--- config.mk ---
export PLATFORM = sky130hd
export DESIGN_NAME = sidf_ctrl
export DESIGN_NICKNAME = d
export VERILOG_FILES = /design/src/hw/rtl/sidf_pkg.sv /design/src/hw/rtl/sidf_ctrl.sv
export SDC_FILE = /design/constraint.sdc
export NUM_CORES = 1
export LEC_CHECK = 0
export BUFFER_PORTS_ARGS = -buffer_cell sky130_fd_sc_hd__buf_2
export CORE_AREA = 2 2 39 41
export DETAILED_ROUTE_END_ITERATION = 10
export DIE_AREA = 0 0 41 43
export PLACE_DENSITY = 0.3
export SYNTH_ARGS = -nofsm -noshare
export SYNTH_HDL_FRONTEND = slang
export SYNTH_SLANG_ARGS = --single-unit
export TNS_END_PERCENT = 5
--- constraint.sdc ---
create_clock -name clk -period 1 [get_ports clk]
set_input_delay 0 -clock clk [delete_from_list [all_inputs] [get_ports clk]]
set_output_delay 0 -clock clk [all_outputs]
set_load 0.005 [all_outputs]
--- src/hw/rtl/sidf_pkg.sv ---
// Shared constants, types and command/status bundles of the sorted intersect-difference filter.
`default_nettype none

package sidf_pkg;

    localparam int DEPTH  = 128;
    localparam int ADDR_W = (DEPTH > 1) ? $clog2(DEPTH) : 1;
    localparam int CNT_W  = $clog2(DEPTH + 1);
    localparam int DATA_W = 32;

    typedef logic [CNT_W-1:0]  count_t;
    typedef logic [ADDR_W-1:0] addr_t;

    typedef enum logic [1:0] {
        OP_CLEAR  = 2'd0,
        OP_LOAD_B = 2'd1,
        OP_LOAD_C = 2'd2,
        OP_FILTER = 2'd3
    } op_t;

    typedef enum logic {
        ST_IDLE,
        ST_WALK
    } state_t;

    typedef struct packed {
        logic clear;
        logic load_b;
        logic load_c;
        logic start;
        logic step;
        logic finish;
    } cmd_t;

    typedef struct packed {
        logic b_adv;
        logic c_adv;
        logic out_free;
    } status_t;

endpackage

`default_nettype wire

--- src/hw/rtl/sidf_ctrl.sv ---
// Controller state machine: input handshake and sequencing of the pointer walk.
`default_nettype none

module sidf_ctrl (
    input  wire logic             clk,
    input  wire logic             rst_n,
    input  wire logic             in_valid,
    input  wire logic [1:0]       operation,
    output logic                  in_ready,
    input  wire sidf_pkg::status_t status,
    output sidf_pkg::cmd_t        cmd
);

    sidf_pkg::state_t state_reg;
    sidf_pkg::state_t state_next;
    logic             accept;
    logic             walk_done;

    assign walk_done = !status.b_adv && !status.c_adv;

    always_ff @(posedge clk or negedge rst_n)
    begin
        if (!rst_n)
        begin
            state_reg <= sidf_pkg::ST_IDLE;
        end
        else
        begin
            state_reg <= state_next;
        end
    end

    always_comb
    begin
        state_next = state_reg;
        case (state_reg)
            sidf_pkg::ST_IDLE:
            begin
                if (in_valid && operation == sidf_pkg::OP_FILTER)
                begin
                    state_next = sidf_pkg::ST_WALK;
                end
            end
            sidf_pkg::ST_WALK:
            begin
                if (walk_done && status.out_free)
                begin
                    state_next = sidf_pkg::ST_IDLE;
                end
            end
            default:
            begin
                state_next = sidf_pkg::ST_IDLE;
            end
        endcase
    end

    always_comb
    begin
        in_ready   = 1'b0;
        cmd        = '0;
        accept     = 1'b0;
        case (state_reg)
            sidf_pkg::ST_IDLE:
            begin
                in_ready   = 1'b1;
                accept     = in_valid;
                cmd.clear  = accept && operation == sidf_pkg::OP_CLEAR;
                cmd.load_b = accept && operation == sidf_pkg::OP_LOAD_B;
                cmd.load_c = accept && operation == sidf_pkg::OP_LOAD_C;
                cmd.start  = accept && operation == sidf_pkg::OP_FILTER;
            end
            sidf_pkg::ST_WALK:
            begin
                cmd.step   = !walk_done;
                // hold the result until the output slot frees up
                cmd.finish = walk_done && status.out_free;
            end
            default:
            begin
                cmd = '0;
            end
        endcase
    end

endmodule

`default_nettype wire

# After elaboration in Yosys (flattened, before gate mapping)

Cells that the tools add are included.
Widths: inputs -> output; s select.

Logic and storage cells: 21
Bits in registers: 1

Muxes and demuxes: 6
Bitwise gates (word level): 1
Reduce and logical (&&, ||, !) cells: 10
Equality and inequality tests: 3

Operator list:

| kind               | count |
|---|---|
| $logic_and 1x1->1  | 6 |
| $eq 2x2->1 const B | 2 |
| $mux 4             | 1 |
| $logic_not 1->1    | 3 |
| $mux 1             | 3 |
| $eq 2x1->1 const B | 1 |
| $logic_not 2->1    | 1 |
| $mux 2             | 1 |
| $pmux 1 s2         | 1 |
| $not 1->1          | 1 |

# Depth between registers and ports, before layout

Gate-level depths: netlist (run 1).

Depth after elaboration: 5
Mapped depth: 2

# Least setup slack after synthesis (run 1)

Ideal clock, no wire load.

Kind: reg2reg
From: register state_reg
To: register state_reg
Buffers on the path: 0
Library setup time: 0.124 ns
Arrival: 0.722 ns
Cell stages (with the launch flop): 3
Clock period less this slack: 0.846 ns
Path slack: 0.154 ns
Cell sequence: dfrtp_1 > and4b_1 > o21bai_1

Cells in the longest elaborated chain, start to end: 2

RTL lines:

| item                   | RTL line        | RTL |
|---|---|---|
| from (decl)            | sidf_ctrl.sv:14 | `sidf_pkg::state_t state_reg;` |
| from (signal assigned) | sidf_ctrl.sv:25 | `state_reg <= sidf_pkg::ST_IDLE;` |
| from (signal assigned) | sidf_ctrl.sv:29 | `state_reg <= state_next;` |
| $not 1->1              | -               |  |
| $pmux 1 s2 (*)         | sidf_ctrl.sv:36 | `case (state_reg)` |
| named net state_next   | sidf_ctrl.sv:15 | `sidf_pkg::state_t state_next;` |

Mark *: on every way through the listed nets, which the timed path passes. The rest lies on a longest branch.

# Worst setup path after layout (run 1)

Same ends and word-level chain as after synthesis.

==> results of run 1 <==
## final cells by class
| cell class | count | area share |
|---|---|---|
| multi-input cells | 9 | 0.364 |
| repair buffers | 15 | 0.395 |
| inverters | 1 | 0.0185 |
| flip-flops and latches | 1 | 0.123 |
| well taps | 16 | 0.0988 |
## cell usage after synthesis, drive strengths merged
cell    count  area (um2)
dfrtp       1        25.0
inv         1        3.75
o21bai      1        7.51
and2        1        7.51
and4bb      2        25.0
nor2        2        7.51
and4b       1        10.0
nor4b       1        8.76
nor3b       1        7.51
## per-layer routing
metal	share of wire	up-vias	GRT usage
met3	0.32	0	0.0262
li1	-	72	-
met2	0.19	15	0.0344
met4	0	0	0
met1	0.49	44	0.0703
met5	0	-	0
## stage by stage
step	hold WS [ns]	worst slack (ns)	instances
finish	0.265	0.123	42
global placement	-0.221	0.150	41
floorplan	-0.296	0.154	11
CTS	0.266	0.119	42
detailed placement	-0.223	0.121	41
global route	0.288	0.0940	42
## repair_timing
action | 4_1_cts | 5_1_grt
gates resized for setup | 0 | 0
endpoints found under the setup margin | 0 | 0
buffers inserted | 0 | 0
hold buffers | 1 | 0
hold endpoints to repair | 1 | 0
## cell usage in the layout (no fill, tap or decap), drive strengths merged
master        n
buf          14
and4bb        2
nor2          2
inv           1
and4b         1
nor3b         1
and2          1
o21bai        1
nor4b         1
dlygate4sd3   1
dfrtp         1
## critical path, stage by stage, from the launching register on
cell      delay, ns
dfrtp_1        0.38
and4b_1        0.22
o21bai_1       0.15
## logic make-up after synthesis
kind of cell / count (synthesis) / synth area share
AO/OA/AOI/OAI: 1 / 0.0732
buffers and inverters: 1 / 0.0366
flip-flops: 1 / 0.244
AND/OR/NAND/NOR: 8 / 0.646
## worst paths after layout
kind / startpoint / end / slack [ns] / depth (start not counted)
max: state_reg$_DFF_PN0_ / state_reg$_DFF_PN0_ / 0.12 / 2
min: operation[1] / cmd[5] / 0.26 / 3
max reg2reg: state_reg$_DFF_PN0_ / state_reg$_DFF_PN0_ / 0.12 / 2
min reg2reg: state_reg$_DFF_PN0_ / state_reg$_DFF_PN0_ / 0.63 / 2
max in group asynchronous: rst_n / state_reg$_DFF_PN0_ / 0.60 / 2
min in group asynchronous: rst_n / state_reg$_DFF_PN0_ / 0.32 / 2
## power by group
| group | internal [uW] | switching [uW] | total, uW |
|---|---|---|---|
| clock network | 0 | 0 | 0 |
| logic | 52.9 | 37.8 | 90.7 |
| registers | 51.0 | 12.2 | 63.2 |
| total | 104 | 49.9 | 154 |
==> results_dict.tcl, run 1 <==
set metrics [dict create \
    fin_crit_sh 0.877 \
    criticalPathCategory "flop to flop" \
    p_total_uw 154 \
    drive_gt1_frac 0.654 \
    synth.distinct_cells 9 \
    cp.required_ns 0.87 \
    syn_area_per_cell_um2 9.33 \
    diodes 0 \
    wl_per_cell_um 8.93 \
    grt_pass1_vias 112 \
    power_density_nw_per_um2 759 \
    rsz0062_at_grt "no" \
    synth-seq-area-share 0.244 \
    grtUsageTotal 0.0381 \
    final_util 0.146 \
    peakVddDrop_mv 0.231 \
    num-fill-cells 163 \
    die-area_um2 1760 \
    drcViolationCount 0 \
    synth_warnings 0 \
    timing.fmax_mhz 1140 \
    placedInstanceArea_um2 193 \
    rows 14 \
    multi_input_area_um2 73.8 \
    start_util 0.0741 \
    io_pins 15 \
    maxCapViolCount 0 \
    syn-num-nets 19 \
    hold_viol 0 \
    largest_reg_flops 1 \
    die_height_um 43 \
    die_width_um 41 \
    status "complete, no violations" \
    area.growth.synth_to_final_pct 97.6 \
    final-setup-viol-count 0 \
    worstSkewPairLatency_ns 0 \
    drt-total-wl_um 375 \
    leakage_uw 0.000109 \
    final-seq-area_um2 25.0 \
    arrival_ns 0.75 \
    grt_max_degree 7 \
    yosys_register_bits 1 \
    period_needed_ns 0.877 \
    antenna_found_initial 0 \
    finalMaxSlewViolations 0 \
    min_path_type "primary input to primary output" \
    ant_nets 0 \
    clk_pin_slew_ns 0 \
    gr-total-overflow 0 \
    syn_area_um2 103 \
    fin_tns_setup_ns 0 \
    drt-initial-drc-count 0 \
    via_count 131 \
    layout.nets 36 \
    grt_pass1_wl_um 489 \
    port_buffers 14 \
    tightest_slew_ns 0.250 \
    synth_cells 11 \
    coreArea_um2 1380 \
    gp_congestion 0.624 \
    max-slew-margin-rel 0.833 \
    final_area_um2 203 \
    cp_max_fo 6 \
    worst_clock_skew_ns 0 \
    viasPerCell 3.12 \
    endpoint_kind "flop" \
    drt-pass1-iter-count 1 \
    critPathLaunchType "flop" \
]
(Power assumes the default switching activity.)
==> inputs of run 2 (changes only) <==
Settings changed: MAX_ROUTING_LAYER from default to met4.
==> results_dict.tcl, run 2 (synthesized netlist as in run 1, its figures left out) <==
set metrics [dict create \
    status "complete, no violations" \
    mostFrequentLayoutCells "14 x buf_2, 2 x and4bb_2, 2 x nor2_1" \
    grt_max_degree 7 \
    setup_slack_ns 0.117 \
    arrival_ns 0.75 \
    grt_pass1_vias 112 \
    largest_reg_flops 1 \
    fin_tns_setup_ns 0 \
    min_path_type "primary input to primary output" \
    multi_input_area_um2 73.8 \
    drt-total-wl_um 376 \
    num-fill-cells 163 \
    cp.required_ns 0.87 \
    tightest_slew_ns 0.250 \
    placedInstanceArea_um2 193 \
    endpoint_kind "flop" \
    p_sw_uw 50.4 \
    cp_top_family "flip-flops" \
    ant_nets 0 \
    p_comb_frac 0.587 \
    max-slew-margin-rel 0.833 \
    fin_crit_sh 0.883 \
    layout_commonest_cell "buf_2" \
    drcViolationCount 0 \
    critPathLaunchType "flop" \
    seqPwrFrac 0.413 \
    die-area_um2 1760 \
    grt_pass1_wl_um 489 \
    slowest_delay_ns 0.39 \
    post_cts_buffers 0 \
    coreArea_um2 1380 \
    crit_chain "and4b_1 -> o21bai_1" \
    period_needed_ns 0.883 \
    hold_viol 0 \
    worstSkewPairLatency_ns 0 \
    antenna_found_initial 0 \
    timing.fmax_mhz 1130 \
    die_height_um 43 \
    cp_max_fo 6 \
    intPower_uw 104 \
    critPathSlowestCell "dfrtp_1" \
    finalMaxSlewViolations 0 \
    drive_gt1_frac 0.654 \
    wl_per_cell_um 8.95 \
    gp_congestion 0.629 \
    clk_pin_slew_ns 0 \
    maxCapViolCount 0 \
    final-setup-viol-count 0 \
    drt-pass1-iter-count 2 \
    clockPowerShare 0 \
    power_density_nw_per_um2 762 \
    start_util 0.0741 \
    via_count 132 \
    rsz0062_at_grt "no" \
    worst_clock_skew_ns 0 \
    final_area_um2 203 \
    gr-total-overflow 0 \
    dp_slack_ns 0.121 \
    post_cts_resized 0 \
    viasPerCell 3.14 \
    rows 14 \
    peakVddDrop_mv 0.232 \
    layout.nets 36 \
    final-seq-area_um2 25.0 \
    path_buf_inv 0 \
    die_width_um 41 \
    diodes 0 \
    switching_share 0.327 \
    criticalPathCategory "flop to flop" \
    area.growth.synth_to_final_pct 97.6 \
    leakage_uw 0.000109 \
    grtUsageTotal 0.0390 \
    drt-initial-drc-count 3 \
    port_buffers 14 \
    io_pins 15 \
]
run 2: cell counts in the layout (fill, tap and decap cells not counted):
No cell type changed its count.
run 2: repair_timing:
action	4_1_cts	5_1_grt
hold endpoints to repair	1	0
endpoints found under the setup margin	0	0
hold buffers	1	0
run 2: stage by stage:
step,hold WS [ns],utilization,power (uW),instances
after global placement,-0.221,0.139,152,41
after CTS,0.266,0.146,156,42
final,0.266,0.146,154,42
after floorplan,-0.296,-,100,11
after global routing,0.288,0.146,163,42
after detailed placement,-0.223,0.139,152,41
run 2: path summary, 6_finish.rpt:
path	endpoint	slack [ns]	start	depth (start not counted)
worst max-delay path	state_reg$_DFF_PN0_	0.12	state_reg$_DFF_PN0_	2
worst min-delay path	cmd[5]	0.27	operation[1]	3
worst max register to register	state_reg$_DFF_PN0_	0.12	state_reg$_DFF_PN0_	2
worst min register to register	state_reg$_DFF_PN0_	0.63	state_reg$_DFF_PN0_	2
max in group asynchronous	state_reg$_DFF_PN0_	0.60	rst_n	2
min in group asynchronous	state_reg$_DFF_PN0_	0.32	rst_n	2
run 2: area by class of cell:
| class | instances | share of cell area |
|---|---|---|
| inverters | 1 | 0.0185 |
| multi-input cells | 9 | 0.364 |
| flip-flops and latches | 1 | 0.123 |
| well taps | 16 | 0.0988 |
| repair buffers | 15 | 0.395 |
run 2: metal layers:
metal  global-route usage  wire length, um  vias up
met3               0.0105               98        0
li1                     -                -       72
met2               0.0344               72       15
met4                    0                0        0
met5                    -                0        -
met1               0.0799              206       45
run 2: power groups by stage:
stage	clock network [uW]	registers, uW	logic (uW)
after detailed placement	0	63.0	88.8
after global placement	0	61.5	90.4
after global routing	0	64.2	98.3
final	0	63.7	90.7
after floorplan	0	59.6	40.6
after CTS	0	63.1	92.5
run 2: worst min-delay path: stages:
cell and delay, ns:
buf_2 0.10, nor4b_1 0.05, buf_2 0.12
==> inputs of run 3 (changes only) <==
--- a/config.mk
+++ b/config.mk
@@ -7,9 +7,12 @@
 export LEC_CHECK = 0
 export BUFFER_PORTS_ARGS = -buffer_cell sky130_fd_sc_hd__buf_2
+export CELL_PAD_IN_SITES_DETAIL_PLACEMENT = 0
+export CELL_PAD_IN_SITES_GLOBAL_PLACEMENT = 1
 export CORE_AREA = 2 2 39 41
 export DETAILED_ROUTE_END_ITERATION = 10
 export DIE_AREA = 0 0 41 43
+export GPL_ROUTABILITY_DRIVEN = 0
 export MAX_ROUTING_LAYER = met4
-export PLACE_DENSITY = 0.3
+export PLACE_DENSITY = 0.4
 export SYNTH_ARGS = -nofsm -noshare
 export SYNTH_HDL_FRONTEND = slang
==> constraint.sdc (replaced) <==
create_clock -name clk -period 1 [get_ports clk]
set_input_delay 0.1 -clock clk [delete_from_list [all_inputs] [get_ports clk]]
set_output_delay 0.1 -clock clk [all_outputs]
set_load 0.005 [all_outputs]
==> results_dict.tcl, run 3 (synthesized netlist as in run 1, its figures left out) <==
set metrics [dict create \
    min_path_type "primary input to flop" \
    mostFrequentLayoutCells "14 x buf_2, 2 x and4bb_2, 2 x nor2_1" \
    maxCapViolCount 0 \
    final_cells 42 \
    worst_clock_skew_ns 0 \
    switching_share 0.329 \
    start_util 0.0741 \
    grt_pass1_wl_um 627 \
    endpoint_kind "primary output" \
    timing.fmax_mhz 1110 \
    fin_tns_setup_ns 0 \
    hold_viol 0 \
    rsz0062_at_grt "no" \
    p_comb_frac 0.590 \
    die_width_um 41 \
    gr-total-overflow 0 \
    leakage_uw 0.000109 \
    grt_max_degree 7 \
    dpl.cell_count 41 \
    drive_gt1_frac 0.654 \
    largest_reg_flops 1 \
    cp.required_ns 0.90 \
    wl_per_cell_um 9.40 \
    p_sw_uw 50.9 \
    finalMaxSlewViolations 0 \
    coreArea_um2 1380 \
    drcViolationCount 0 \
    critPathLaunchType "flop" \
    area.growth.synth_to_final_pct 97.6 \
    drt-initial-drc-count 1 \
    die_height_um 43 \
    m1WireLength_um 224 \
    reg2reg_depth 2 \
    antenna_found_initial 0 \
    grtUsageTotal 0.0482 \
    viasPerCell 3.26 \
    crit_end "cmd[4]" \
    clk_pin_slew_ns 0 \
    wl_met3_um 82 \
    worstSkewPairLatency_ns 0 \
    ff2ff_setup_slack_ns 0.12 \
    fin_crit_sh 0.899 \
    status "complete, no violations" \
    criticalPathCategory "flop to primary output" \
    power_density_nw_per_um2 764 \
    io_pins 15 \
    final-setup-viol-count 0 \
    drt-pass1-iter-count 2 \
    period_needed_ns 0.899 \
    clockPowerShare 0 \
    seqPwrFrac 0.410 \
    die-area_um2 1760 \
    highest_layer "met3" \
    reg2reg_to "state_reg$_DFF_PN0_" \
    diodes 0 \
    cp_max_fo 6 \
    drt-total-wl_um 395 \
    grt_pass1_vias 161 \
    max-slew-margin-rel 0.855 \
    intPower_uw 104 \
    rows 14 \
    ant_nets 0 \
    port_buffers 14 \
    arrival_ns 0.80 \
    met2_length_um 88 \
    critPathLaunch "state_reg$_DFF_PN0_" \
    tightest_slew_ns 0.215 \
    layout_commonest_cell "buf_2" \
    r2r-start "state_reg$_DFF_PN0_" \
    layout.nets 36 \
    via_count 137 \
    peakVddDrop_mv 0.196 \
]
[run 3: cell counts in the layout (fill, tap and decap cells not counted)]
Identical to the previous run, type by type.
[run 3: repair_timing]
item / CTS / global route
gates resized for setup: 0 / 0
setup buffers: 0 / 0
hold endpoints to repair: 1 / 0
hold buffers: 1 / 0
[run 3: area by class of cell]
type	instances	area (um2)
fillers	164	1180
inverters	1	3.75
well taps	16	20.0
multi-input cells	9	73.8
flip-flops and latches	1	25.0
repair buffers	15	80.1
[run 3: metal layers]
metal	global-route usage	vias to the layer above
li1	-	73
met1	0.0860	49
met2	0.0563	15
met3	0.0105	0
met4	0	0
met5	-	-
[run 3: critical path: stages, from the launching register on]
cell and delay [ns]:
dfrtp_1 0.40, and4bb_2 0.30, buf_2 0.10
[run 3: through the flow]
step	power, uW	area [um2]	hold slack [ns]	util	setup WS [ns]
after CTS	156	203	0.391	0.146	0.0979
after floorplan	100	103	-0.196	-	0.154
after detailed placement	153	193	-0.120	0.139	0.0981
final	155	203	0.386	0.146	0.101
after global placement	154	193	-0.118	0.139	0.107
after global routing	168	203	0.434	0.146	0.0397
[run 3: how the worst min path moves through the flow]
stage | from | end | slack [ns] | cells after the start
3_3_place_gp | rst_n | state_reg$_DFF_PN0_ | -0.12 | 1
6_report | status[1] | state_reg$_DFF_PN0_ | 0.39 | 3
2_1_floorplan | rst_n | state_reg$_DFF_PN0_ | -0.20 | 0
5_1_grt | rst_n | state_reg$_DFF_PN0_ | 0.43 | 2
3_5_place_dp | rst_n | state_reg$_DFF_PN0_ | -0.12 | 1
4_1_cts | status[2] | state_reg$_DFF_PN0_ | 0.39 | 3
[run 3: power groups by stage]
| stage | registers, uW | logic [uW] | clock network (uW) |
|---|---|---|---|
| after floorplan | 59.6 | 40.6 | 0 |
| after global placement | 62.1 | 92.4 | 0 |
| after detailed placement | 63.8 | 89.1 | 0 |
| after CTS | 63.5 | 92.6 | 0 |
| after global routing | 67.2 | 101 | 0 |
| final | 63.5 | 91.4 | 0 |
